**config.mk**
```make
export PLATFORM = sky130hd
export DESIGN_NAME = diff_drive_gait_planner
export DESIGN_NICKNAME = d
export VERILOG_FILES = /design/src/rtl/ddgp_pkg.sv /design/src/rtl/ddgp_fifo.sv /design/src/rtl/ddgp_front.sv /design/src/rtl/ddgp_back.sv /design/src/rtl/diff_drive_gait_planner.sv
export VERILOG_INCLUDE_DIRS = /design/src /design/src/rtl
export SDC_FILE = /design/constraint.sdc
export NUM_CORES = 2
export LEC_CHECK = 0
export BUFFER_PORTS_ARGS = -buffer_cell sky130_fd_sc_hd__buf_2
export CORE_AREA = 10 10 421 423
export DETAILED_ROUTE_END_ITERATION = 16
export DIE_AREA = 0 0 431 433
export GPL_TIMING_DRIVEN = 0
export PLACE_DENSITY = 0.67
export SYNTH_ARGS = -nofsm -noshare
export SYNTH_HDL_FRONTEND = slang
export SYNTH_HIERARCHICAL = 1
export SYNTH_SLANG_ARGS = --single-unit
```
**constraint.sdc**
```tcl
create_clock -name clock -period 11.25 [get_ports clock]
set_input_delay 0 -clock clock [delete_from_list [all_inputs] [get_ports clock]]
set_output_delay 0 -clock clock [all_outputs]
set_load 0.02 [all_outputs]
```
**src/rtl/diff_drive_gait_planner_assert.svh**
```systemverilog
// ----------------------------------------------------------------------------
// Assertion macros for the gait planner
// Shared property forms; clock and reset names follow the top level.
// ----------------------------------------------------------------------------
`ifndef DIFF_DRIVE_GAIT_PLANNER_ASSERT_SVH
`define DIFF_DRIVE_GAIT_PLANNER_ASSERT_SVH

// Same-cycle implication.
`define DDGP_ASSERT_IMPL(label, ante, cons) \
   label: assert property (@(posedge clock) disable iff (reset) (ante) |-> (cons)) \
      else $error("gait planner assertion failed");

// Next-cycle implication.
`define DDGP_ASSERT_NEXT(label, ante, cons) \
   label: assert property (@(posedge clock) disable iff (reset) (ante) |=> (cons)) \
      else $error("gait planner assertion failed");

`endif

```
**src/rtl/ddgp_pkg.sv**
```systemverilog
// ----------------------------------------------------------------------------
// ddgp_pkg
// Types and constants shared by the gait planner modules.
// ----------------------------------------------------------------------------
`default_nettype none

package ddgp_pkg;

   typedef struct packed {
      logic signed [15:0] vx_mm_s;
      logic signed [15:0] vy_mm_s;
      logic signed [15:0] wz_mrad_s;
   } req_type;

   typedef struct packed {
      logic               moving;
      logic [15:0]        period_ms;
      logic signed [23:0] left_wheel_mrad_s;
      logic signed [23:0] right_wheel_mrad_s;
      logic               wheel_saturated;
   } rsp_type;

   // Classified item handed from front to back.
   typedef struct packed {
      logic [31:0]        speed_sq;
      logic [15:0]        abs_wz;
      logic signed [37:0] left_num;
      logic signed [37:0] right_num;
   } work_type;

   typedef struct packed {
      logic [19:0] wheel_radius_um;
      logic [21:0] stride_um;
      logic [15:0] base_period_ms;
      logic [15:0] min_period_ms;
      logic [15:0] max_period_ms;
      logic [14:0] speed_threshold_mm_s;
      logic [14:0] yaw_threshold_mrad_s;
   } cfg_type;

   typedef enum logic [1:0] {
      ST_IDLE,
      ST_RUN,
      ST_FIN
   } state_type;

   localparam logic [2:0] REG_WHEEL_RADIUS = 3'd0;
   localparam logic [2:0] REG_HALF_TRACK   = 3'd1;
   localparam logic [2:0] REG_STRIDE       = 3'd2;
   localparam logic [2:0] REG_BASE_PERIOD  = 3'd3;
   localparam logic [2:0] REG_MIN_PERIOD   = 3'd4;
   localparam logic [2:0] REG_MAX_PERIOD   = 3'd5;
   localparam logic [2:0] REG_SPEED_THRESH = 3'd6;
   localparam logic [2:0] REG_YAW_THRESH   = 3'd7;

   localparam logic [19:0] RST_WHEEL_RADIUS = 20'd25000;
   localparam logic [19:0] RST_HALF_TRACK   = 20'd150000;
   localparam logic [21:0] RST_STRIDE       = 22'd157080;
   localparam logic [15:0] RST_BASE_PERIOD  = 16'd1000;
   localparam logic [15:0] RST_MIN_PERIOD   = 16'd350;
   localparam logic [15:0] RST_MAX_PERIOD   = 16'd3000;
   localparam logic [14:0] RST_SPEED_THRESH = 15'd10;
   localparam logic [14:0] RST_YAW_THRESH   = 15'd50;

   localparam logic signed [37:0] LIN_SCALE = 38'sd1000000;

   // Iteration schedule of the back end.
   localparam logic [5:0] SQRT_STEPS  = 6'd16;
   localparam logic [5:0] WHEEL_STEPS = 6'd37;
   localparam logic [5:0] LAST_STEP   = 6'd37;

   localparam logic [36:0] POS_LIMIT = 37'd8388607;
   localparam logic [36:0] NEG_LIMIT = 37'd8388608;

endpackage

`default_nettype wire

```
**src/rtl/ddgp_fifo.sv**
```systemverilog
// ----------------------------------------------------------------------------
// ddgp_fifo
// Small register queue with push/full and pop/empty sides.
// ----------------------------------------------------------------------------
`default_nettype none

module ddgp_fifo #(
   parameter int WIDTH = 8,
   parameter int DEPTH = 2
) (
   input  wire logic             clock,
   input  wire logic             reset,
   input  wire logic             wr,
   input  wire logic [WIDTH-1:0] wr_data,
   output logic                  full,
   input  wire logic             rd,
   output logic [WIDTH-1:0]      rd_data,
   output logic                  empty
);
   localparam int PTR_W = (DEPTH > 1) ? $clog2(DEPTH) : 1;
   localparam int CNT_W = $clog2(DEPTH + 1);
   localparam logic [PTR_W-1:0] PTR_LAST = PTR_W'(DEPTH - 1);
   localparam logic [CNT_W-1:0] CNT_FULL = CNT_W'(DEPTH);

   logic [WIDTH-1:0] slot_ff [DEPTH];
   logic [PTR_W-1:0] wptr_ff, wptr_in, rptr_ff, rptr_in;
   logic [CNT_W-1:0] cnt_ff, cnt_in;
   logic             do_wr, do_rd;

   assign full    = (cnt_ff == CNT_FULL);
   assign empty   = (cnt_ff == '0);
   assign rd_data = slot_ff[rptr_ff];
   assign do_wr   = wr && !full;
   assign do_rd   = rd && !empty;

   always_comb begin
      wptr_in = wptr_ff;
      rptr_in = rptr_ff;
      cnt_in  = cnt_ff;
      if (do_wr) begin
         wptr_in = (wptr_ff == PTR_LAST) ? '0 : wptr_ff + 1'b1;
      end
      if (do_rd) begin
         rptr_in = (rptr_ff == PTR_LAST) ? '0 : rptr_ff + 1'b1;
      end
      if (do_wr && !do_rd) begin
         cnt_in = cnt_ff + 1'b1;
      end else if (do_rd && !do_wr) begin
         cnt_in = cnt_ff - 1'b1;
      end
   end

   always_ff @(posedge clock) begin
      if (reset) begin
         wptr_ff <= '0;
         rptr_ff <= '0;
         cnt_ff  <= '0;
      end else begin
         wptr_ff <= wptr_in;
         rptr_ff <= rptr_in;
         cnt_ff  <= cnt_in;
      end
   end

   always_ff @(posedge clock) begin
      if (do_wr) begin
         slot_ff[wptr_ff] <= wr_data;
      end
   end

endmodule

`default_nettype wire

```
**src/rtl/ddgp_front.sv**
```systemverilog
// ----------------------------------------------------------------------------
// ddgp_front
// Two-stage intake: products, then sums and wheel numerators.
// ----------------------------------------------------------------------------
`default_nettype none

module ddgp_front (
   input  wire logic             clock,
   input  wire logic             reset,
   input  wire logic             push,
   output logic                  full,
   input  wire ddgp_pkg::req_type req_data,
   input  wire logic [19:0]      half_track_um,
   output logic                  work_wr,
   output ddgp_pkg::work_type    work_data,
   input  wire logic             work_full
);
   import ddgp_pkg::*;

   logic               s1_v_ff, s1_v_in, s2_v_ff, s2_v_in;
   logic               s1_adv, s2_adv;
   logic signed [31:0] vxsq_ff, vysq_ff;
   logic signed [37:0] lin_ff, rot_ff;
   logic [15:0]        awz_ff;
   work_type           work_ff;
   logic signed [31:0] vxsq, vysq;
   logic signed [37:0] lin, rot;
   logic signed [15:0] neg_wz;

   assign s2_adv    = !s2_v_ff || !work_full;
   assign s1_adv    = !s1_v_ff || s2_adv;
   assign full      = !s1_adv;
   assign work_wr   = s2_v_ff;
   assign work_data = work_ff;

   assign vxsq   = 32'(req_data.vx_mm_s) * 32'(req_data.vx_mm_s);
   assign vysq   = 32'(req_data.vy_mm_s) * 32'(req_data.vy_mm_s);
   assign lin    = 38'(req_data.vx_mm_s) * LIN_SCALE;
   assign rot    = 38'(req_data.wz_mrad_s) * signed'({18'd0, half_track_um});
   assign neg_wz = -req_data.wz_mrad_s;

   always_comb begin
      s1_v_in = s1_adv ? (push && !full) : s1_v_ff;
      s2_v_in = s2_adv ? s1_v_ff : s2_v_ff;
   end

   always_ff @(posedge clock) begin
      if (reset) begin
         s1_v_ff <= 1'b0;
         s2_v_ff <= 1'b0;
      end else begin
         s1_v_ff <= s1_v_in;
         s2_v_ff <= s2_v_in;
      end
   end

   always_ff @(posedge clock) begin
      if (s1_adv) begin
         vxsq_ff <= vxsq;
         vysq_ff <= vysq;
         lin_ff  <= lin;
         rot_ff  <= rot;
         awz_ff  <= req_data.wz_mrad_s[15] ? neg_wz : req_data.wz_mrad_s;
      end
      if (s2_adv) begin
         work_ff.speed_sq  <= 32'(vxsq_ff) + 32'(vysq_ff);
         work_ff.abs_wz    <= awz_ff;
         work_ff.left_num  <= lin_ff - rot_ff;
         work_ff.right_num <= lin_ff + rot_ff;
      end
   end

endmodule

`default_nettype wire

```
**src/rtl/ddgp_back.sv**
```systemverilog
// ----------------------------------------------------------------------------
// ddgp_back
// Iterative engine: root, period quotient and two wheel quotients.
// ----------------------------------------------------------------------------
`default_nettype none

module ddgp_back (
   input  wire logic              clock,
   input  wire logic              reset,
   input  wire ddgp_pkg::cfg_type cfg,
   input  wire logic              work_empty,
   output logic                   work_rd,
   input  wire ddgp_pkg::work_type work_data,
   output logic                   rsp_wr,
   output ddgp_pkg::rsp_type      rsp_data,
   input  wire logic              rsp_full
);
   import ddgp_pkg::*;

   state_type    state_ff, state_in;
   logic [5:0]   cnt_ff;
   logic [31:0]  sq_ff;
   logic [18:0]  srem_ff;
   logic [15:0]  root_ff;
   logic [21:0]  pq_ff;
   logic [15:0]  prem_ff;
   logic [36:0]  ldq_ff, rdq_ff;
   logic [19:0]  lrem_ff, rrem_ff;
   logic         lneg_ff, rneg_ff;
   logic [15:0]  awz_ff;

   logic [18:0]  s_sh, s_trial;
   logic [16:0]  p_sh;
   logic [20:0]  l_sh, r_sh;
   logic         fast;
   logic [15:0]  period;
   logic [23:0]  lval, rval;
   logic         lsat, rsat, tiny;

   assign s_sh    = {srem_ff[16:0], sq_ff[31:30]};
   assign s_trial = {1'b0, root_ff, 2'b01};
   assign p_sh    = {prem_ff, pq_ff[21]};
   assign l_sh    = {lrem_ff, ldq_ff[36]};
   assign r_sh    = {rrem_ff, rdq_ff[36]};

   always_comb begin
      state_in = state_ff;
      unique case (state_ff)
         ST_IDLE: if (!work_empty) state_in = ST_RUN;
         ST_RUN:  if (cnt_ff == LAST_STEP) state_in = ST_FIN;
         ST_FIN:  if (!rsp_full) state_in = ST_IDLE;
         default: state_in = ST_IDLE;
      endcase
   end

   always_comb begin
      work_rd = 1'b0;
      rsp_wr  = 1'b0;
      unique case (state_ff)
         ST_IDLE: work_rd = !work_empty;
         ST_RUN:  ;
         ST_FIN:  rsp_wr = !rsp_full;
         default: ;
      endcase
   end

   always_ff @(posedge clock) begin
      if (reset) begin
         state_ff <= ST_IDLE;
      end else begin
         state_ff <= state_in;
      end
   end

   always_ff @(posedge clock) begin
      if (work_rd) begin
         cnt_ff  <= '0;
         sq_ff   <= work_data.speed_sq;
         srem_ff <= '0;
         root_ff <= '0;
         pq_ff   <= cfg.stride_um;
         prem_ff <= '0;
         awz_ff  <= work_data.abs_wz;
         lneg_ff <= work_data.left_num[37];
         rneg_ff <= work_data.right_num[37];
         ldq_ff  <= work_data.left_num[37] ? 37'(-work_data.left_num)
                                           : work_data.left_num[36:0];
         rdq_ff  <= work_data.right_num[37] ? 37'(-work_data.right_num)
                                            : work_data.right_num[36:0];
         lrem_ff <= '0;
         rrem_ff <= '0;
      end else if (state_ff == ST_RUN) begin
         cnt_ff <= cnt_ff + 1'b1;
         // one root digit per cycle
         if (cnt_ff < SQRT_STEPS) begin
            sq_ff <= {sq_ff[29:0], 2'b00};
            if (s_sh >= s_trial) begin
               srem_ff <= s_sh - s_trial;
               root_ff <= {root_ff[14:0], 1'b1};
            end else begin
               srem_ff <= s_sh;
               root_ff <= {root_ff[14:0], 1'b0};
            end
         end else begin
            // period quotient once the root has settled
            if (p_sh >= {1'b0, root_ff}) begin
               prem_ff <= 16'(p_sh - {1'b0, root_ff});
               pq_ff   <= {pq_ff[20:0], 1'b1};
            end else begin
               prem_ff <= p_sh[15:0];
               pq_ff   <= {pq_ff[20:0], 1'b0};
            end
         end
         if (cnt_ff < WHEEL_STEPS) begin
            if (l_sh >= {1'b0, cfg.wheel_radius_um}) begin
               lrem_ff <= 20'(l_sh - {1'b0, cfg.wheel_radius_um});
               ldq_ff  <= {ldq_ff[35:0], 1'b1};
            end else begin
               lrem_ff <= l_sh[19:0];
               ldq_ff  <= {ldq_ff[35:0], 1'b0};
            end
            if (r_sh >= {1'b0, cfg.wheel_radius_um}) begin
               rrem_ff <= 20'(r_sh - {1'b0, cfg.wheel_radius_um});
               rdq_ff  <= {rdq_ff[35:0], 1'b1};
            end else begin
               rrem_ff <= r_sh[19:0];
               rdq_ff  <= {rdq_ff[35:0], 1'b0};
            end
         end
      end
   end

   // result formatting
   always_comb begin
      fast = root_ff > {1'b0, cfg.speed_threshold_mm_s};
      if (!fast) begin
         period = cfg.base_period_ms;
      end else if (pq_ff < {6'd0, cfg.min_period_ms}) begin
         period = cfg.min_period_ms;
      end else if (pq_ff > {6'd0, cfg.max_period_ms}) begin
         period = cfg.max_period_ms;
      end else begin
         period = pq_ff[15:0];
      end

      tiny = cfg.wheel_radius_um < 20'd2;
      if (lneg_ff) begin
         lsat = ldq_ff > NEG_LIMIT;
         lval = lsat ? 24'h800000 : 24'(-ldq_ff);
      end else begin
         lsat = ldq_ff > POS_LIMIT;
         lval = lsat ? 24'h7FFFFF : ldq_ff[23:0];
      end
      if (rneg_ff) begin
         rsat = rdq_ff > NEG_LIMIT;
         rval = rsat ? 24'h800000 : 24'(-rdq_ff);
      end else begin
         rsat = rdq_ff > POS_LIMIT;
         rval = rsat ? 24'h7FFFFF : rdq_ff[23:0];
      end

      rsp_data.moving             = fast || (awz_ff > {1'b0, cfg.yaw_threshold_mrad_s});
      rsp_data.period_ms          = period;
      rsp_data.left_wheel_mrad_s  = tiny ? '0 : signed'(lval);
      rsp_data.right_wheel_mrad_s = tiny ? '0 : signed'(rval);
      rsp_data.wheel_saturated    = !tiny && (lsat || rsat);
   end

endmodule

`default_nettype wire

```
**src/rtl/diff_drive_gait_planner.sv**
```systemverilog
// ----------------------------------------------------------------------------
// diff_drive_gait_planner
// Velocity command to gait period, moving flag and wheel rates.
// ----------------------------------------------------------------------------
// Usage:
//   Input channel: drive req_data and raise push; a transaction completes at
//   a clock edge with push high and full low.
//   Result channel: while empty is low the oldest result sits on rsp_data;
//   raise pop to take it. One result per input transaction, in order.
//   Registers: csr_we with csr_index/csr_wdata writes one register at the
//   edge; change them only while the block is idle.
// Flow:
//   Front pipeline registers products, then sums; the back engine handles
//   one item at a time (load, iteration steps, an output step that waits on
//   the result queue) and sets the rate: the root comes first, then the
//   period division; the wheel divisions run beside them.
// Reset: queues empty, registers back to their default values.
// Stall: a stalled result channel fills the output queue, then holds the
//   engine, then the work queue, then raises full.
// ----------------------------------------------------------------------------
`default_nettype none

`include "diff_drive_gait_planner_assert.svh"

module diff_drive_gait_planner #(
   parameter int WORK_DEPTH = 2,
   parameter int RSP_DEPTH  = 2
) (
   input  wire logic              clock,
   input  wire logic              reset,
   input  wire logic              push,
   output logic                   full,
   input  wire ddgp_pkg::req_type req_data,
   output logic                   empty,
   input  wire logic              pop,
   output ddgp_pkg::rsp_type      rsp_data,
   input  wire logic              csr_we,
   input  wire logic [2:0]        csr_index,
   input  wire logic [21:0]       csr_wdata
);
   import ddgp_pkg::*;

   cfg_type     cfg_ff;
   logic [19:0] half_track_ff;

   logic        work_wr, work_full, work_rd, work_empty;
   work_type    work_in_data, work_out_data;
   logic        rsp_wr, rsp_full;
   rsp_type     rsp_wr_data;

   // hold register file; writes are registered
   always_ff @(posedge clock) begin
      if (reset) begin
         cfg_ff.wheel_radius_um      <= RST_WHEEL_RADIUS;
         half_track_ff               <= RST_HALF_TRACK;
         cfg_ff.stride_um            <= RST_STRIDE;
         cfg_ff.base_period_ms       <= RST_BASE_PERIOD;
         cfg_ff.min_period_ms        <= RST_MIN_PERIOD;
         cfg_ff.max_period_ms        <= RST_MAX_PERIOD;
         cfg_ff.speed_threshold_mm_s <= RST_SPEED_THRESH;
         cfg_ff.yaw_threshold_mrad_s <= RST_YAW_THRESH;
      end else if (csr_we) begin
         unique case (csr_index)
            REG_WHEEL_RADIUS: cfg_ff.wheel_radius_um      <= csr_wdata[19:0];
            REG_HALF_TRACK:   half_track_ff               <= csr_wdata[19:0];
            REG_STRIDE:       cfg_ff.stride_um            <= csr_wdata;
            REG_BASE_PERIOD:  cfg_ff.base_period_ms       <= csr_wdata[15:0];
            REG_MIN_PERIOD:   cfg_ff.min_period_ms        <= csr_wdata[15:0];
            REG_MAX_PERIOD:   cfg_ff.max_period_ms        <= csr_wdata[15:0];
            REG_SPEED_THRESH: cfg_ff.speed_threshold_mm_s <= csr_wdata[14:0];
            REG_YAW_THRESH:   cfg_ff.yaw_threshold_mrad_s <= csr_wdata[14:0];
            default: ;
         endcase
      end
   end

   // front: accept and classify
   ddgp_front u_front (
      .clock         (clock),
      .reset         (reset),
      .push          (push),
      .full          (full),
      .req_data      (req_data),
      .half_track_um (half_track_ff),
      .work_wr       (work_wr),
      .work_data     (work_in_data),
      .work_full     (work_full)
   );

   // decouple front and back
   ddgp_fifo #(
      .WIDTH ($bits(work_type)),
      .DEPTH (WORK_DEPTH)
   ) u_work_q (
      .clock   (clock),
      .reset   (reset),
      .wr      (work_wr),
      .wr_data (work_in_data),
      .full    (work_full),
      .rd      (work_rd),
      .rd_data (work_out_data),
      .empty   (work_empty)
   );

   // back: iterate the arithmetic
   ddgp_back u_back (
      .clock      (clock),
      .reset      (reset),
      .cfg        (cfg_ff),
      .work_empty (work_empty),
      .work_rd    (work_rd),
      .work_data  (work_out_data),
      .rsp_wr     (rsp_wr),
      .rsp_data   (rsp_wr_data),
      .rsp_full   (rsp_full)
   );

   // result queue lets the engine run on while the receiver stalls, until it fills
   ddgp_fifo #(
      .WIDTH ($bits(rsp_type)),
      .DEPTH (RSP_DEPTH)
   ) u_rsp_q (
      .clock   (clock),
      .reset   (reset),
      .wr      (rsp_wr),
      .wr_data (rsp_wr_data),
      .full    (rsp_full),
      .rd      (pop),
      .rd_data (rsp_data),
      .empty   (empty)
   );

   `DDGP_ASSERT_IMPL(a_rsp_no_overflow, rsp_wr, !rsp_full)
   `DDGP_ASSERT_IMPL(a_work_rd_nonempty, work_rd, !work_empty)
   `DDGP_ASSERT_NEXT(a_rsp_held, !empty && !pop, !empty)

endmodule

`default_nettype wire
```
==> results_dict.tcl <==
set metrics [dict create \
    fin_skew_ns 0.09294 \
    busiest_layer "met2" \
    final_nets 9831 \
    path_max_fanout 10 \
    synth_edf_count 794 \
    ys_seq_area_share_pct 34.38 \
    syn-cell-area_um2 83860 \
    cpPeakStageDelay_ns 0.62 \
    clk_pin_slew_ns 0.06 \
    yosysWarnings 6 \
    p_leak_nw 41.36 \
    yosysUniqueCellTypes 105 \
    grt_use_met3_pct 2.562 \
    fill_cells 14550 \
    hp-class "in -> reg" \
    ant_nets 0 \
    drc_errors 0 \
    ctsHtreeMaxLevel 3 \
    antenna_found_initial 13 \
    grt_pass1_vias 59080 \
    synth-async-reset-ratio_pct 0 \
    overflow 0 \
    drt_iter0_markers 3643 \
    finalHoldViolCount 0 \
    post-cts-setup-buffers 0 \
    die-height_um 433 \
    fin_crit_ns 7.769 \
    cts-resized-gates 0 \
    fin_util_pct 54.69 \
    finalCritPeriodShare_pct 69.06 \
    die-area_um2 186600 \
    cts_tree "yes" \
    worst_pin_slew_ns 1.359 \
    met2_usage_pct 38.21 \
    worstPathArrival_ns 8.26 \
    syn2layout_area_growth_pct 10.02 \
    gp_congestion 0.9255 \
    wl_per_cell_um 19.37 \
    firstDrtPassIters 6 \
    cp_slowest_cell "dfxtp_1" \
    crit_type "reg -> reg" \
    layout-drive-gt1-share_pct 8.020 \
    path_delay_family "adder cells" \
    grt_start_max_net_pins 77 \
    syn_inst 7935 \
    syn_nets 9496 \
    required_ns 11.74 \
    viasPerCell 5.410 \
    synth-seq-cells 1043 \
    fin_ws_ns 3.481 \
    initial_core_util_pct 49.71 \
    cts_buffer_depth 3 \
    hpwl_um 162900 \
    status "complete, no violations" \
    post-place-ws_ns 3.647 \
    relSlewSlack_pct 9.374 \
    core-area_um2 168700 \
    power.density_nw_per_um2 321.6 \
    vdd_drop_max_mv 0.7137 \
    die_w_um 431 \
    max-cap-violations 0 \
    slew_viol_final 0 \
    crit_top_cell "fa_1" \
    cp_cell_sequence "clkbuf_1 -> nand2_1 -> fa_1 -> inv_1 -> fa_1 -> fa_1 -> inv_1 -> fa_1 -> inv_1 -> fa_1 -> inv_1 -> fa_1 -> inv_1 -> ha_1 -> and4_1 -> o211ai_1 -> a21oi_2 -> o211ai_1 -> a311oi_2 -> nand3_1 -> o21ai_1 -> a32oi_1 -> a311oi_1 -> xor2_1" \
    cts_root_buf "clkbuf_16" \
    clock_latency_ns 0.78 \
    portBuffers 143 \
    rsz0062_at_grt "false" \
    ios 146 \
    cp_num_buf_inv 6 \
    tns_ns 0 \
    grt_use_total_pct 21.85 \
    crit_path_end_kind "flop" \
    cts-buffers-inserted 110 \
    vias 57280 \
    met1_usage_pct 27.77 \
    clock_sinks 1043 \
    ys.flop_type "edfxtp_1" \
    timing.fmax_mhz 128.7 \
    avgSynthCellArea_um2 10.57 \
    grt_pass1_wl_um 325400 \
    cp-start-kind "flop" \
    setup_violations 0 \
    routed_wl_um 205000 \
    rows 151 \
]
## per-stage QoR
stage,hold WS (ns),total power [mW],cell area [um2],std cells
finish,0.06537,29.67,92270,10590
floorplan,0.06907,20.96,83860,7935
CTS,0.009764,29.96,92260,10590
global placement,0.2318,25.53,87350,10300
detailed placement,0.2346,25.95,87690,10310
global route,0.04397,32.48,92260,10590
## Yosys cell counts, types with 43 or more instances
cell type	instances	area (um2)
a21o_1	106	795.8
a21oi_1	254	1271
and2_1	217	1358
clkbuf_1	214	803.3
dfxtp_1	249	4985
edfxtp_1	794	23840
fa_1	803	16080
ha_1	680	8508
inv_1	1312	4925
mux2_2	151	1700
mux2_4	60	900.9
mux2i_1	205	2052
nand2_1	750	2815
nand2b_1	174	1089
nand3_1	64	320.3
nand4_1	57	356.6
nor2_1	388	1456
nor2b_1	53	331.6
nor3_1	99	495.5
o211ai_1	44	330.3
o21ai_0	249	1246
or3_1	43	269.0
xnor2_1	223	1953
xor2_1	142	1244
## registers in the layout, indices dropped and copies added, names as in the netlist, 6 cells and up, named ones only
register / count
u_work_q/slot_ff: 248
u_back/cnt_ff: 6
u_front/rot_ff: 37
u_back/lrem_ff: 20
u_back/pq_ff: 22
half_track_ff: 20
u_back/ldq_ff: 37
u_rsp_q/slot_ff: 132
u_front/work_data: 123
u_back/rrem_ff: 20
cfg_ff: 120
u_back/root_ff: 16
u_back/prem_ff: 16
u_front/vxsq_ff: 31
u_front/awz_ff: 16
u_back/sq_ff: 32
u_back/rdq_ff: 37
u_front/vysq_ff: 31
u_front/lin_ff: 30
u_back/awz_ff: 16
u_back/srem_ff: 17
## power by group
group | leakage [nW] | internal, mW | total [mW] | switching, mW
combinational | 29.8 | 7.88 | 19.0 | 11.1
clock | 1.86 | 2.25 | 3.84 | 1.59
sequential | 9.71 | 6.27 | 6.86 | 0.596
## worst paths after layout
path | slack (ns) | from | depth (start not counted) | end
max reg2reg | 3.48 | half_track_ff[8]$_SDFFE_PP1P_ | 24 | u_front/rot_ff[35]$_DFFE_PN_
min | 0.07 | req_data[16] | 2 | u_front/vysq_ff[0]$_DFFE_PN_
max | 3.48 | half_track_ff[8]$_SDFFE_PP1P_ | 24 | u_front/rot_ff[35]$_DFFE_PN_
min reg2reg | 0.34 | u_front/awz_ff[11]$_DFFE_PN_ | 0 | u_front/work_data[87]$_DFFE_PP_
## cell usage in the layout (no fill, tap or decap), types with 32 or more instances in the layout
cell type         n
buf_2           173
o211ai_1         44
mux2_4           60
mux2_2          151
clkbuf_1        233
nand2_1         749
o21ai_0         249
and2_1          215
clkbuf_16       112
nor3_1           99
a31oi_1          38
a21oi_1         254
o21a_1           32
nor2b_1          53
nand3_1          63
nor2_1          388
ha_1            680
or3_1            43
a21o_1          106
mux2i_1         205
dlygate4sd3_1    68
xor2_1          142
fa_1            803
nand4_1          57
o21bai_1         38
xnor2_1         223
dfxtp_1         249
inv_1          1309
nand2b_1        174
o31ai_1          42
edfxtp_1        794
## cell families after synthesis
family,after synthesis,share of synthesized area [%]
AO/OA/AOI/OAI,1043,8.060
XOR/XNOR,365,3.812
adder cells (fa/ha/maj),1483,29.31
buffers and inverters,1597,7.429
flip-flops,1043,34.38
multiplexers,416,5.549
AND/OR/NAND/NOR,1988,11.46
## routing by layer
layer	vias up	wire length (um)
li1	27060	-
met4	8	7949
met1	28380	85890
met5	-	53
met3	384	9572
met2	1446	101600
## layout make-up
class | count | area, um2 | share of cell area [%]
inverters | 1315 | 4946 | 5.360
clock inverters | 71 | 944.7 | 1.024
repair buffers | 223 | 1688 | 1.829
plain buffers | 282 | 1296 | 1.405
well taps | 2218 | 2775 | 3.008
diodes | 2 | 5.005 | 0.005424
multi-input cells | 5295 | 48840 | 52.93
flip-flops and latches | 1043 | 28830 | 31.24
clock buffers | 138 | 2950 | 3.198
## what timing repair did
item / in CTS / in global routing
hold buffers: 68 / 0
endpoints found under the setup margin: 0 / 0
hold endpoints to repair: 176 / 0
## worst register-to-register path, cell delays in order, from the launching register on
cell and delay [ns]:
dfxtp_1 0.62, clkbuf_1 0.59, nand2_1 0.19, fa_1 0.57
inv_1 0.05, fa_1 0.48, fa_1 0.52, inv_1 0.05
fa_1 0.47, inv_1 0.06, fa_1 0.53, inv_1 0.06
fa_1 0.53, inv_1 0.05, ha_1 0.38, and4_1 0.27
o211ai_1 0.12, a21oi_2 0.22, o211ai_1 0.20, a311oi_2 0.37
nand3_1 0.16, o21ai_1 0.32, a32oi_1 0.15, a311oi_1 0.39
xor2_1 0.13
Power figures use the tool's default switching activity.
